**src/dtp_pkg.sv**
```systemverilog
// Shared widths, constants, types and tables of the duration text parser.
package dtp_pkg;

  localparam int unsigned SecW    = 32;
  localparam int unsigned UsecW   = 20;
  localparam int unsigned ScaleW  = 17;  // widest unit factor is 86400
  localparam int unsigned MulAW   = 32;
  localparam int unsigned MulBW   = 20;
  localparam int unsigned ProdW   = MulAW + MulBW;
  localparam int unsigned DivW    = 37;  // microseconds times the widest unit factor
  localparam int unsigned RecipW  = 32;

  // one million is 2^6 * 15625: shift out the power of two, then multiply by
  // ceil(2^45 / 15625); exact for every dividend below 2^37
  localparam int unsigned         UsecShift  = 6;
  localparam int unsigned         RecipShift = 45;
  localparam logic [RecipW-1:0]   UsecRecip  = 32'd2251799814;

  localparam logic [UsecW-1:0] UsecPerSec = 20'd1000000;
  localparam logic [3:0]       UsecDigits = 4'd6;

  typedef struct packed {
    logic busy;
    logic done;
  } div_sts_t;

  // 10^n for n in 0..6
  function automatic logic [MulBW-1:0] pow10(input logic [2:0] n);
    logic [MulBW-1:0] v;
    case (n)
      3'd0:    v = 20'd1;
      3'd1:    v = 20'd10;
      3'd2:    v = 20'd100;
      3'd3:    v = 20'd1000;
      3'd4:    v = 20'd10000;
      3'd5:    v = 20'd100000;
      3'd6:    v = 20'd1000000;
      default: v = 20'd1000000;
    endcase
    return v;
  endfunction

  // seconds per unit: s, m, h, d
  function automatic logic [ScaleW-1:0] unit_scale(input logic [1:0] u);
    logic [ScaleW-1:0] v;
    case (u)
      2'd0:    v = 17'd1;
      2'd1:    v = 17'd60;
      2'd2:    v = 17'd3600;
      2'd3:    v = 17'd86400;
      default: v = 17'd1;
    endcase
    return v;
  endfunction

endpackage

```
**src/duration_text_parser.sv**
```systemverilog
// Top level of the duration text parser: character scanner and conversion sequencer.
//
// Input channel: one character per transfer on ch_i, with new_command_i; a
// zero character ends the argument. new_command_i high clears the running
// totals when its transfer is taken. Output channel: one result per
// terminator with status, the argument's seconds and microseconds and the
// running totals after carry.
// A non-zero character updates the scanner state; the block takes characters back
// to back while in_stall_o is low. A terminator that ends an error or an empty
// argument moves to S_FIN, raising in_stall_o for one cycle when the output slot
// is free, and S_FIN registers its result into the output slot. A valid number
// goes through a sequencer around one shared 32x20 multiplier and a two-step
// reciprocal divide by one million through S_SCALE, S_USMUL, S_DIVU, S_WMUL,
// S_ARG and S_FIN, holding in_stall_o high, alike for every fraction length and unit.
// A result waits in the output registers while out_stall_i is high; new
// characters are still taken meanwhile, and the next result holds in_stall_o
// high until the output slot drains.
// Reset clears the totals and the per-argument state, and drops any result.
module duration_text_parser #(
  parameter int unsigned MAX_FRAC_DIGITS = 12
) (
  input  logic                       clk_i,
  input  logic                       rst_ni,
  input  logic                       in_valid_i,
  output logic                       in_stall_o,
  input  logic [7:0]                 ch_i,
  input  logic                       new_command_i,
  output logic                       out_valid_o,
  input  logic                       out_stall_i,
  output logic [1:0]                 status_o,
  output logic [dtp_pkg::SecW-1:0]   arg_seconds_o,
  output logic [dtp_pkg::UsecW-1:0]  arg_microseconds_o,
  output logic [dtp_pkg::SecW-1:0]   sum_seconds_o,
  output logic [dtp_pkg::UsecW-1:0]  sum_microseconds_o
);

  localparam logic [3:0] MaxFracDigits = 4'(MAX_FRAC_DIGITS);

  localparam logic [1:0] StOk      = 2'd0;
  localparam logic [1:0] StMissing = 2'd1;
  localparam logic [1:0] StBadIntv = 2'd2;
  localparam logic [1:0] StBadSufx = 2'd3;

  localparam logic [7:0] ChSpace = 8'h20;
  localparam logic [7:0] ChTab   = 8'h09;
  localparam logic [7:0] ChDot   = 8'h2E;
  localparam logic [7:0] ChZero  = 8'h30;
  localparam logic [7:0] ChNine  = 8'h39;
  localparam logic [7:0] ChSec   = 8'h73;
  localparam logic [7:0] ChMin   = 8'h6D;
  localparam logic [7:0] ChHour  = 8'h68;
  localparam logic [7:0] ChDay   = 8'h64;

  typedef enum logic [2:0] {
    PH_SKIP, PH_INT, PH_FRAC, PH_SUFFIX, PH_ERROR
  } phase_e;

  typedef enum logic [2:0] {
    S_IDLE, S_SCALE, S_USMUL, S_DIVU, S_WMUL, S_ARG, S_FIN
  } seq_e;

  seq_e   state_q;
  phase_e phase_q, phase_d;
  logic [dtp_pkg::SecW-1:0]  whole_q, whole_d;
  logic [dtp_pkg::UsecW-1:0] frac_q, frac_d;
  logic [3:0]                fdig_q, fdig_d;
  logic [1:0]                unit_q, unit_d;
  logic [1:0]                perr_q, perr_d;
  logic [1:0]                status_q;
  logic [dtp_pkg::SecW-1:0]  tot_s_q;
  logic [dtp_pkg::UsecW-1:0] tot_us_q;
  logic [dtp_pkg::UsecW-1:0] frac_us_q;
  logic [dtp_pkg::UsecW-1:0] arg_us_q;
  logic [dtp_pkg::SecW-1:0]  arg_s_q;
  logic [dtp_pkg::ScaleW-1:0] qsec_q;

  logic                      out_valid_q;
  logic [1:0]                out_status_q;
  logic [dtp_pkg::SecW-1:0]  out_arg_s_q, out_sum_s_q;
  logic [dtp_pkg::UsecW-1:0] out_arg_us_q, out_sum_us_q;

  logic       in_xfer, is_dig, is_dot, is_blank, is_sfx;
  logic [3:0] digit;
  logic [1:0] sfx_code;

  logic [dtp_pkg::MulAW-1:0] mul_a;
  logic [dtp_pkg::MulBW-1:0] mul_b;
  logic [dtp_pkg::ProdW-1:0] prod;
  logic [dtp_pkg::ScaleW-1:0] scale;
  logic [3:0]                 fdig_lo;

  logic                        div_start;
  logic [dtp_pkg::DivW-1:0]    div_dividend;
  logic [dtp_pkg::ScaleW-1:0]  div_quo;
  logic [dtp_pkg::UsecW-1:0]   div_rem;
  dtp_pkg::div_sts_t           div_sts;

  logic                      slot_free;
  logic                      fin_fire;
  logic [dtp_pkg::UsecW:0]   us_sum;
  logic                      us_carry;
  logic [dtp_pkg::UsecW-1:0] new_tot_us;
  logic [dtp_pkg::SecW-1:0]  new_tot_s;

  assign in_stall_o = (state_q != S_IDLE);
  assign in_xfer    = in_valid_i && !in_stall_o;
  assign slot_free  = !out_valid_q || !out_stall_i;
  assign fin_fire   = (state_q == S_FIN) && slot_free;

  // character classes
  always_comb begin
    is_dig   = (ch_i >= ChZero) && (ch_i <= ChNine);
    is_dot   = (ch_i == ChDot);
    is_blank = (ch_i == ChSpace) || (ch_i == ChTab);
    digit    = 4'(ch_i - ChZero);
    is_sfx   = 1'b1;
    case (ch_i)
      ChSec:   sfx_code = 2'd0;
      ChMin:   sfx_code = 2'd1;
      ChHour:  sfx_code = 2'd2;
      ChDay:   sfx_code = 2'd3;
      default: begin
        sfx_code = 2'd0;
        is_sfx   = 1'b0;
      end
    endcase
  end

  // scanner step for one non-zero character
  always_comb begin
    phase_d = phase_q;
    whole_d = whole_q;
    frac_d  = frac_q;
    fdig_d  = fdig_q;
    unit_d  = unit_q;
    perr_d  = perr_q;
    case (phase_q)
      PH_INT: begin
        if (is_dig) begin
          whole_d = (whole_q << 3) + (whole_q << 1) + dtp_pkg::SecW'(digit);
        end else if (is_dot) begin
          phase_d = PH_FRAC;
        end else if (is_sfx) begin
          unit_d  = sfx_code;
          phase_d = PH_SUFFIX;
        end else begin
          perr_d  = StBadSufx;
          phase_d = PH_ERROR;
        end
      end
      PH_FRAC: begin
        if (is_dig) begin
          if (fdig_q < MaxFracDigits) begin
            // digits past the sixth fall below a microsecond: count them only, up to MAX_FRAC_DIGITS
            if (fdig_q < dtp_pkg::UsecDigits) begin
              frac_d = (frac_q << 3) + (frac_q << 1) + dtp_pkg::UsecW'(digit);
            end
            fdig_d = fdig_q + 4'd1;
          end
        end else if (is_sfx) begin
          unit_d  = sfx_code;
          phase_d = PH_SUFFIX;
        end else begin
          perr_d  = StBadSufx;
          phase_d = PH_ERROR;
        end
      end
      PH_SUFFIX: begin
        perr_d  = StBadIntv;
        phase_d = PH_ERROR;
      end
      PH_ERROR: begin
      end
      default: begin
        phase_d = PH_SKIP;
        if (is_blank) begin
        end else if (is_dig) begin
          whole_d = dtp_pkg::SecW'(digit);
          phase_d = PH_INT;
        end else if (is_dot) begin
          phase_d = PH_FRAC;
        end else begin
          perr_d  = StBadIntv;
          phase_d = PH_ERROR;
        end
      end
    endcase
  end

  // shared multiplier operands
  always_comb begin
    scale   = dtp_pkg::unit_scale(unit_q);
    fdig_lo = (fdig_q < dtp_pkg::UsecDigits) ? (dtp_pkg::UsecDigits - fdig_q) : 4'd0;
    case (state_q)
      S_SCALE: begin
        mul_a = dtp_pkg::MulAW'(frac_q);
        mul_b = dtp_pkg::pow10(fdig_lo[2:0]);
      end
      S_USMUL: begin
        mul_a = dtp_pkg::MulAW'(frac_us_q);
        mul_b = dtp_pkg::MulBW'(scale);
      end
      S_WMUL: begin
        mul_a = whole_q;
        mul_b = dtp_pkg::MulBW'(scale);
      end
      default: begin
        mul_a = whole_q;
        mul_b = dtp_pkg::MulBW'(scale);
      end
    endcase
    prod = dtp_pkg::ProdW'(mul_a) * dtp_pkg::ProdW'(mul_b);
  end

  // split the scaled microseconds into seconds and remainder
  assign div_start    = (state_q == S_USMUL);
  assign div_dividend = prod[dtp_pkg::DivW-1:0];

  dtp_div u_div (
    .clk_i       (clk_i),
    .rst_ni      (rst_ni),
    .start_i     (div_start),
    .dividend_i  (div_dividend),
    .quotient_o  (div_quo),
    .remainder_o (div_rem),
    .sts_o       (div_sts)
  );

  // totals update with microsecond carry
  always_comb begin
    us_sum     = {1'b0, tot_us_q} + {1'b0, arg_us_q};
    us_carry   = us_sum >= {1'b0, dtp_pkg::UsecPerSec};
    new_tot_us = us_carry ? dtp_pkg::UsecW'(us_sum - {1'b0, dtp_pkg::UsecPerSec})
                          : us_sum[dtp_pkg::UsecW-1:0];
    new_tot_s  = tot_s_q + arg_s_q + dtp_pkg::SecW'(us_carry);
  end

  always_ff @(posedge clk_i or negedge rst_ni) begin
    if (!rst_ni) begin
      state_q     <= S_IDLE;
      phase_q     <= PH_SKIP;
      whole_q     <= '0;
      frac_q      <= '0;
      fdig_q      <= '0;
      unit_q      <= '0;
      perr_q      <= '0;
      tot_s_q     <= '0;
      tot_us_q    <= '0;
      out_valid_q <= 1'b0;
    end else begin
      if (fin_fire) begin
        out_valid_q <= 1'b1;
      end else if (!out_stall_i) begin
        out_valid_q <= 1'b0;
      end
      case (state_q)
        S_IDLE: begin
          if (in_xfer) begin
            if (new_command_i) begin
              tot_s_q  <= '0;
              tot_us_q <= '0;
            end
            if (ch_i != 8'd0) begin
              phase_q <= phase_d;
              whole_q <= whole_d;
              frac_q  <= frac_d;
              fdig_q  <= fdig_d;
              unit_q  <= unit_d;
              perr_q  <= perr_d;
            end else if (phase_q == PH_ERROR) begin
              status_q <= perr_q;
              state_q  <= S_FIN;
            end else if (phase_q == PH_INT || phase_q == PH_FRAC ||
                         phase_q == PH_SUFFIX) begin
              status_q <= StOk;
              state_q  <= S_SCALE;
            end else begin
              status_q <= StMissing;
              state_q  <= S_FIN;
            end
          end
        end
        S_SCALE: begin
          frac_us_q <= prod[dtp_pkg::UsecW-1:0];
          state_q   <= S_USMUL;
        end
        S_USMUL: begin
          state_q <= S_DIVU;
        end
        S_DIVU: begin
          if (div_sts.done) begin
            arg_us_q <= div_rem;
            qsec_q   <= div_quo;
            state_q  <= S_WMUL;
          end
        end
        S_WMUL: begin
          arg_s_q <= prod[dtp_pkg::SecW-1:0];
          state_q <= S_ARG;
        end
        S_ARG: begin
          arg_s_q <= arg_s_q + dtp_pkg::SecW'(qsec_q);
          state_q <= S_FIN;
        end
        S_FIN: begin
          // hold until the output slot is free
          if (fin_fire) begin
            out_status_q <= status_q;
            if (status_q == StOk) begin
              out_arg_s_q  <= arg_s_q;
              out_arg_us_q <= arg_us_q;
              out_sum_s_q  <= new_tot_s;
              out_sum_us_q <= new_tot_us;
              tot_s_q      <= new_tot_s;
              tot_us_q     <= new_tot_us;
            end else begin
              out_arg_s_q  <= '0;
              out_arg_us_q <= '0;
              out_sum_s_q  <= tot_s_q;
              out_sum_us_q <= tot_us_q;
            end
            phase_q <= PH_SKIP;
            whole_q <= '0;
            frac_q  <= '0;
            fdig_q  <= '0;
            unit_q  <= '0;
            perr_q  <= '0;
            state_q <= S_IDLE;
          end
        end
        default: begin
          state_q <= S_IDLE;
        end
      endcase
    end
  end

  assign out_valid_o        = out_valid_q;
  assign status_o           = out_status_q;
  assign arg_seconds_o      = out_arg_s_q;
  assign arg_microseconds_o = out_arg_us_q;
  assign sum_seconds_o      = out_sum_s_q;
  assign sum_microseconds_o = out_sum_us_q;

endmodule

```
**src/dtp_div.sv**
```systemverilog
// Divide by one million by reciprocal multiply: quotient, then remainder.
module dtp_div (
  input  logic                         clk_i,
  input  logic                         rst_ni,
  input  logic                         start_i,
  input  logic [dtp_pkg::DivW-1:0]     dividend_i,
  output logic [dtp_pkg::ScaleW-1:0]   quotient_o,
  output logic [dtp_pkg::UsecW-1:0]    remainder_o,
  output dtp_pkg::div_sts_t            sts_o
);

  logic [dtp_pkg::DivW-1:0]     num_q;
  logic [dtp_pkg::ScaleW-1:0]   quo_q;
  logic [dtp_pkg::UsecW-1:0]    rem_q;
  logic                         busy_q, step_q, done_q;
  logic [dtp_pkg::RecipW-1:0]   mul_a, mul_b;
  logic [2*dtp_pkg::RecipW-1:0] prod;
  logic [dtp_pkg::DivW-1:0]     back;

  // first step: quotient by reciprocal; second step: quotient times one million
  always_comb begin
    if (step_q) begin
      mul_a = dtp_pkg::RecipW'(quo_q);
      mul_b = dtp_pkg::RecipW'(dtp_pkg::UsecPerSec);
    end else begin
      mul_a = dtp_pkg::RecipW'(num_q[dtp_pkg::DivW-1:dtp_pkg::UsecShift]);
      mul_b = dtp_pkg::UsecRecip;
    end
    prod = (2*dtp_pkg::RecipW)'(mul_a) * (2*dtp_pkg::RecipW)'(mul_b);
    back = num_q - prod[dtp_pkg::DivW-1:0];
  end

  always_ff @(posedge clk_i or negedge rst_ni) begin
    if (!rst_ni) begin
      busy_q <= 1'b0;
      step_q <= 1'b0;
      done_q <= 1'b0;
    end else begin
      done_q <= 1'b0;
      if (start_i) begin
        busy_q <= 1'b1;
        step_q <= 1'b0;
      end else if (busy_q) begin
        if (!step_q) begin
          step_q <= 1'b1;
        end else begin
          busy_q <= 1'b0;
          step_q <= 1'b0;
          done_q <= 1'b1;
        end
      end
    end
  end

  always_ff @(posedge clk_i) begin
    if (start_i) begin
      num_q <= dividend_i;
    end else if (busy_q && !step_q) begin
      quo_q <= prod[dtp_pkg::RecipShift+dtp_pkg::ScaleW-1:dtp_pkg::RecipShift];
    end else if (busy_q && step_q) begin
      rem_q <= back[dtp_pkg::UsecW-1:0];
    end
  end

  assign quotient_o  = quo_q;
  assign remainder_o = rem_q;
  assign sts_o.busy  = busy_q;
  assign sts_o.done  = done_q;

endmodule
```
**config.mk**
```make
export PLATFORM = sky130hd
export DESIGN_NAME = duration_text_parser
export DESIGN_NICKNAME = d
export VERILOG_FILES = /design/src/dtp_pkg.sv /design/src/duration_text_parser.sv /design/src/dtp_div.sv
export SDC_FILE = /design/constraint.sdc
export NUM_CORES = 2
export LEC_CHECK = 0
export ABC_AREA = 1
export BUFFER_PORTS_ARGS = -buffer_cell sky130_fd_sc_hd__buf_2
export CORE_MARGIN = 3
export CORE_UTILIZATION = 25
export CTS_BUF_LIST = sky130_fd_sc_hd__clkbuf_8
export DETAILED_ROUTE_END_ITERATION = 10
export HOLD_SLACK_MARGIN = 0.05
export PLACE_DENSITY = 0.4
export REMOVE_ABC_BUFFERS = 1
export SYNTH_ARGS = -nofsm -noshare
export SYNTH_HDL_FRONTEND = slang
export SYNTH_HIERARCHICAL = 1
export SYNTH_SLANG_ARGS = --single-unit
```
**constraint.sdc**
```tcl
create_clock -name clk_i -period 9.52 [get_ports clk_i]
set_clock_uncertainty 0.05 [all_clocks]
set_input_delay 1.904 -clock clk_i [delete_from_list [all_inputs] [get_ports clk_i]]
set_output_delay 1.904 -clock clk_i [all_outputs]
set_load 0.01 [all_outputs]
```
; ---- Word-level counts from Yosys, hierarchy flattened
; Cells that the tools add are included.
[totals]
regBits = 393
word_cells = 228
[classes]
add_sub_neg = 13
mul = 2
n_lt_le_gt_ge = 5
eq_ne = 46
n_mux = 94
bitwise = 3
reduce_logical = 39
[ops]
columns = op, n
row1 = 32-bit two-way mux, 11
row2 = 32-bit one-hot mux with 2 select lines, 5
row3 = 20-bit two-way mux, 13
row4 = 20-bit one-hot mux with 6 select lines, 1
row5 = 20-bit one-hot mux with 2 select lines, 2
row6 = 17-bit one-hot mux with 4 select lines, 1
row7 = 32-bit adder, 2
row8 = 31-bit by 32-bit multiplier with 62-bit output, 1
row9 = 3-bit two-way mux, 16
row10 = 32-bit by 20-bit multiplier with 37-bit output, 1
row11 = 2-bit two-way mux, 17
row12 = 32-bit by 1-bit adder with 32-bit output, 1
row13 = 32-bit by 17-bit adder with 32-bit output, 1
row14 = 32-bit by 4-bit adder with 32-bit output, 1
row15 = "8-bit by 7-bit == test with 1-bit output, second input constant", 4
row16 = 31-bit two-way mux, 1
row17 = 4-bit two-way mux, 6
row18 = "2-bit inequality test, second input constant", 11
row19 = 20-bit by 20-bit adder with 21-bit output, 1
row20 = "21-bit by 20-bit greater-or-equal comparator with 1-bit output, second input constant", 1
row21 = 3-bit one-hot mux with 7 select lines, 1
row22 = 7-bit AND reduction, 3
row23 = 20-bit adder, 1
row24 = 20-bit by 4-bit adder with 20-bit output, 1
row25 = other kinds (43), 99

; ---- Depth between registers and ports, before layout
[logic_depth]
ltp_word = 10
depth_mapped = 38
ltp_nobuf = 36

; ---- Hierarchy
; Netlist, hierarchy kept.
[by_module_without_submodules]
columns = module, instances, cells_per_inst, area_each_um2, seq_area_each_um2
row1 = duration_text_parser, 1, 4576, 36542.5, 8893.5
row2 = dtp_div, 1, 2733, 22965.8, 2297.2

; ---- Least setup slack after synthesis
; OpenSTA, ideal clock, no wires.
[synth_path]
path_kind = reg-to-reg
from = register state_q[0]
to = register u_div/num_q[35] (netlist name) (data pin)
setup_time_ns = 0.262
arrival_time_ns = 8.131
t_required_ns = 9.208
path_slack_ns = 1.077
path_stages_with_launch = 37
cell_sequence = dfrtp_1 nor2_1 nand2_1 inv_1 clkbuf_1 clkbuf_1 nand2_1 o21ai_0 a21oi_1 buf_2 inv_1 nand2_1 fa_1 inv_1 fa_1 inv_1 fa_1 inv_1 fa_1 fa_1 fa_1 inv_1 fa_1 inv_1 ha_1 nand2_1 inv_1 nand3_1 nor3_1 nand3_1 nand3_1 nand2_1 nand2_1 nand2_1 o211ai_1 a21oi_1 xor2_1
[synth_between]
elab_chain_cells = 3
[synth_rtl]
columns = element, line
row1 = from (decl), duration_text_parser.sv:62  ; seq_e state_q;
row2 = from (signal assigned), duration_text_parser.sv:240  ; state_q <= S_IDLE;
row3 = from (signal assigned), duration_text_parser.sv:272  ; state_q <= S_FIN;
row4 = from (signal assigned), duration_text_parser.sv:276  ; state_q <= S_SCALE;
row5 = 3-bit by 2-bit == test with 1-bit output, --
row6 = named net div_start, duration_text_parser.sv:92  ; logic div_start;
row7 = 32-bit one-hot mux with 2 select lines, duration_text_parser.sv:194  ; case (state_q)
row8 = 32-bit by 20-bit multiplier with 37-bit output, duration_text_parser.sv:212  ; prod = dtp_pkg::ProdW'(mul_a) * dtp_pkg::ProdW'(mul_b);
row9 = "named net prod, one bit", duration_text_parser.sv:88  ; logic [dtp_pkg::ProdW-1:0] prod;
row10 = to (signal assigned), dtp_div.sv:57  ; num_q <= dividend_i;
row11 = to (decl), dtp_div.sv:12  ; logic [dtp_pkg::DivW-1:0] num_q;
; The timed path passes the listed nets, and every way through them passes these cells.
; A chain may end at the register's enable or synchronous reset.

; ---- Worst setup path in the final report
[layout_path]
from = register state_q[0]
to = register arg_s_q[21] (netlist name) (data pin)
[layout_between]
elab_chain_cells = 4
[layout_rtl]
columns = element, line
row1 = 3-bit by 2-bit == test with 1-bit output or 3-bit by 1-bit == test with 1-bit output (tied branches), duration_text_parser.sv:194
row2 = 32-bit one-hot mux with 2 select lines or 20-bit two-way mux (tied branches), duration_text_parser.sv:194
row3 = 32-bit by 20-bit multiplier with 37-bit output *, duration_text_parser.sv:212
row4 = "named net prod, one bit", duration_text_parser.sv:88
row5 = 32-bit one-hot mux with 2 select lines *, duration_text_parser.sv:256  ; case (state_q)
row6 = to (signal assigned), duration_text_parser.sv:298  ; arg_s_q <= prod[dtp_pkg::SecW-1:0];
row7 = to (signal assigned), duration_text_parser.sv:302  ; arg_s_q <= arg_s_q + dtp_pkg::SecW'(qsec_q);
row8 = to (decl), duration_text_parser.sv:74  ; logic [dtp_pkg::SecW-1:0] arg_s_q;
; The timed path passes the listed nets; every way through them passes the cells marked *.

==> Flow_metrics.wiki <==
{| class="wikitable"
! Metric !! Value
|-
| Outcome || complete, no violations
|-
| PostCTS Resize Cnt || 0
|-
| Share of final-layout standard cells stronger than drive strength 1 || 0.0590
|-
| Overall power of the completed layout || 0.00531 W
|-
| Post-CTS setup buffer count || 0
|-
| Worst-Margin Slew || approximately 1.2 ns
|-
| Post-detailed-placement half-perimeter wirelength || between 150 and 200 mm
|-
| Slew Viols, Final || 0
|-
| Htree depth || 3
|-
| Finished Core Util || 0.279
|-
| Global-route total usage across every layer || 0.179
|-
| Data arrival time of the worst path || 9.19 ns
|-
| Switching Fraction || 0.372
|-
| Vias per cell || 4.36
|-
| Max-slew headroom at the worst pin || 0.218
|-
| Post-Route WL || roughly 220 mm
|-
| Total congestion overflow || 0
|-
| Max-cap check violation count || 0
|-
| Largest stage delay on the critical path || roughly 0.61 ns
|-
| Core Region || between 200000 and 250000 sq um
|-
| CTS Hold Bufs || 0
|-
| Number of sinks on the clock net || roughly 390
|-
| Yosys warning count || 6
|-
| Worst-path maximum fanout || 18
|-
| First-pass GRT wire length || 326 mm
|-
| CTS Root Buffer Type || sky130_fd_sc_hd__clkbuf_8
|-
| CP Data Required Time || just over 10 ns
|-
| Final cell area excluding filler cells || roughly 66000 sq um
|-
| Via count of the first global-routing pass || 49849
|-
| Leakage || ~35 nW
|-
| # setup viols final || 0
|-
| Setup CP Type || flop to flop
|-
| I/O pin total || between 100 and 150
|-
| Post-route fraction of the period consumed by the critical path || 0.906
|-
| Post-Place Cell Area || 64400 sq um
|-
| Part of the total power dissipated in sequential elements || 0.350
|-
| Share of power burned in combinational logic || 0.319
|-
| Pwr/cell area || roughly 81 nW/um^2
|-
| Clock network fraction of total power || 0.331
|-
| Effective utilization at floorplan || 0.252
|-
| Cell-internal power || 0.00333 W
|-
| DR pass1 iterations || 7
|-
| CTS tree || built
|-
| Sum of buffers and inverters on the critical path || 8
|-
| Sum of negative setup slack || 0 ns
|-
| Family with the most delay on the worst path || adder cells
|-
| Buffers on Ports || 120
|-
| Number of nets in the finished design || approximately 9000
|-
| Antenna-violating nets left || 0
|-
| Latest clock arrival within the worst-skew pair || ~0.80 ns
|-
| Final hold violation count || 0
|-
| Setup crit start kind || flop
|-
| Number of cells produced by synthesis || around 7300
|-
| Final critical path time including I/O delays and setup || between 8 and 9 ns
|-
| Die area || between 200000 and 250000 sq um
|-
| Bufs on Longest Clock Path || 3
|-
| Setup repair after global routing missed its margin || false
|-
| Cell type of the slowest stage on the worst timing path || sky130_fd_sc_hd__nand2_1
|-
| Number of remaining DRC errors || 0
|-
| Psw || 0.00198 W
|-
| Height of the die || roughly 490 microns
|-
| Number of antenna violations at the first check in global routing || 3
|-
| Worst supply voltage drop on vdd || about 0.083 mV
|-
| Clock transition time at the flip-flop clock pins of the worst setup and hold paths || ~0.060 ns
|-
| Gp weighted congestion || approximately 0.91
|-
| Row count || around 180
|-
| Inserted Clock Buffers || 75
|-
| Layout area overhead || 10.7%
|-
| Per-instance average area after synthesis || 8.14 sq um
|-
| Violation count after the first detailed-routing iteration || approximately 2700
|-
| Kind of capture point of the worst setup path || flop
|-
| Overall die width || between 400 and 500 microns
|-
| Hold WC Path Type || flop to flop
|-
| Maximum number of pins on one net before global-route repair || 86
|-
| Drt wl/cell || between 20 and 25 microns
|-
| Maximum clock frequency || approximately 0.12 GHz
|-
| Cell area after synthesis || 59500 sq um
|-
| DR vias || about 47000
|}
-- layout by cell type, fill, tap and decap left out, types with 13 or more instances in the layout --
| master | count |
|---|---|
| sky130_fd_sc_hd__buf_4 | 74 |
| sky130_fd_sc_hd__inv_2 | 22 |
| sky130_fd_sc_hd__nand4_1 | 56 |
| sky130_fd_sc_hd__buf_2 | 119 |
| sky130_fd_sc_hd__clkinv_1 | 20 |
| sky130_fd_sc_hd__nor4_1 | 14 |
| sky130_fd_sc_hd__edfxtp_1 | 271 |
| sky130_fd_sc_hd__fa_1 | 848 |
| sky130_fd_sc_hd__clkbuf_8 | 86 |
| sky130_fd_sc_hd__nor2_2 | 27 |
| sky130_fd_sc_hd__xor2_1 | 93 |
| sky130_fd_sc_hd__xnor2_1 | 50 |
| sky130_fd_sc_hd__nand2_2 | 21 |
| sky130_fd_sc_hd__a21oi_1 | 283 |
| sky130_fd_sc_hd__o22ai_1 | 27 |
| sky130_fd_sc_hd__nand3_1 | 207 |
| sky130_fd_sc_hd__o21bai_1 | 17 |
| sky130_fd_sc_hd__nor2_1 | 546 |
| sky130_fd_sc_hd__dfrtp_1 | 122 |
| sky130_fd_sc_hd__ha_1 | 632 |
| sky130_fd_sc_hd__conb_1 | 61 |
| sky130_fd_sc_hd__a31oi_1 | 19 |
| sky130_fd_sc_hd__or2_2 | 29 |
| sky130_fd_sc_hd__o21ai_0 | 244 |
| sky130_fd_sc_hd__nor2_4 | 13 |
| sky130_fd_sc_hd__a21o_1 | 25 |
| sky130_fd_sc_hd__inv_1 | 1878 |
| sky130_fd_sc_hd__o21ai_1 | 30 |
| sky130_fd_sc_hd__nand2_1 | 1562 |
| sky130_fd_sc_hd__nor3_1 | 41 |
-- worst paths after layout --
kind | startpoint | endpoint | slack, ns | depth (start not counted)
max | state_q[0]$_DFFE_PN0P_ | arg_s_q[21]$_DFFE_PP_ | 0.89 | 30
min reg2reg | u_div/remainder_o[18]$_DFFE_PP_ | arg_us_q[18]$_DFFE_PP_ | 0.37 | 0
max in group asynchronous | rst_ni | tot_us_q[11]$_DFFE_PN0P_ | 6.61 | 3
max reg2reg | state_q[0]$_DFFE_PN0P_ | arg_s_q[21]$_DFFE_PP_ | 0.89 | 30
min | u_div/remainder_o[18]$_DFFE_PP_ | arg_us_q[18]$_DFFE_PP_ | 0.37 | 0
min in group asynchronous | rst_ni | frac_q[13]$_DFFE_PN0P_ | 1.02 | 1
-- through the flow --
step	worst slack [ns]	hold slack, ns	std cells
after floorplan	1.24	0.350	7239
after global placement	0.763	0.355	10583
after detailed placement	0.824	0.355	10583
after CTS	0.773	0.368	10721
after global routing	0.256	0.377	10721
final	0.891	0.366	10724
-- power by group through the flow --
stage | registers, W | logic (W) | clock network (W)
3_5_place_dp | 0.00189 | 0.00169 | 0
3_3_place_gp | 0.00189 | 0.00170 | 0
2_1_floorplan | 0.00189 | 0.00114 | 0
4_1_cts | 0.00186 | 0.00171 | 0.00184
5_1_grt | 0.00186 | 0.00194 | 0.00189
6_report | 0.00186 | 0.00169 | 0.00176
-- sequential cells by signal (all words and copies together) (netlist names), 3 cells and up --
| name | flops |
|---|---|
| sum_microseconds_o | 20 |
| whole_q | 32 |
| tot_s_q | 32 |
| state_q | 3 |
| phase_q | 3 |
| frac_q | 20 |
| arg_microseconds_o | 20 |
| arg_us_q | 20 |
| qsec_q | 17 |
| arg_seconds_o | 32 |
| frac_us_q | 20 |
| arg_s_q | 32 |
| u_div/remainder_o | 20 |
| u_div/quotient_o | 17 |
| sum_seconds_o | 32 |
| tot_us_q | 20 |
| u_div/num_q | 37 |
| fdig_q | 4 |
-- final cells by class --
cell class | instances | area (sq um)
sequential | 393 | 11200
antenna | 3 | 7.51
timing repair buffer | 194 | 1160
clock inverter | 52 | 325
tap | 3150 | 3940
clock buffer | 86 | 1180
inverter | 1883 | 7070
fill | 25967 | 170000
multi-input combinational | 4963 | 41000
-- metal layers --
metal  vias up  wire length [microns]  GRT usage
met1     23053                  96900      0.234
met2       923                 106000      0.314
met3       229                   7110     0.0183
met5         -                     13          0
met4         2                   6460     0.0459
li1      22593                      -          -
Power figures use the tool's default switching activity.
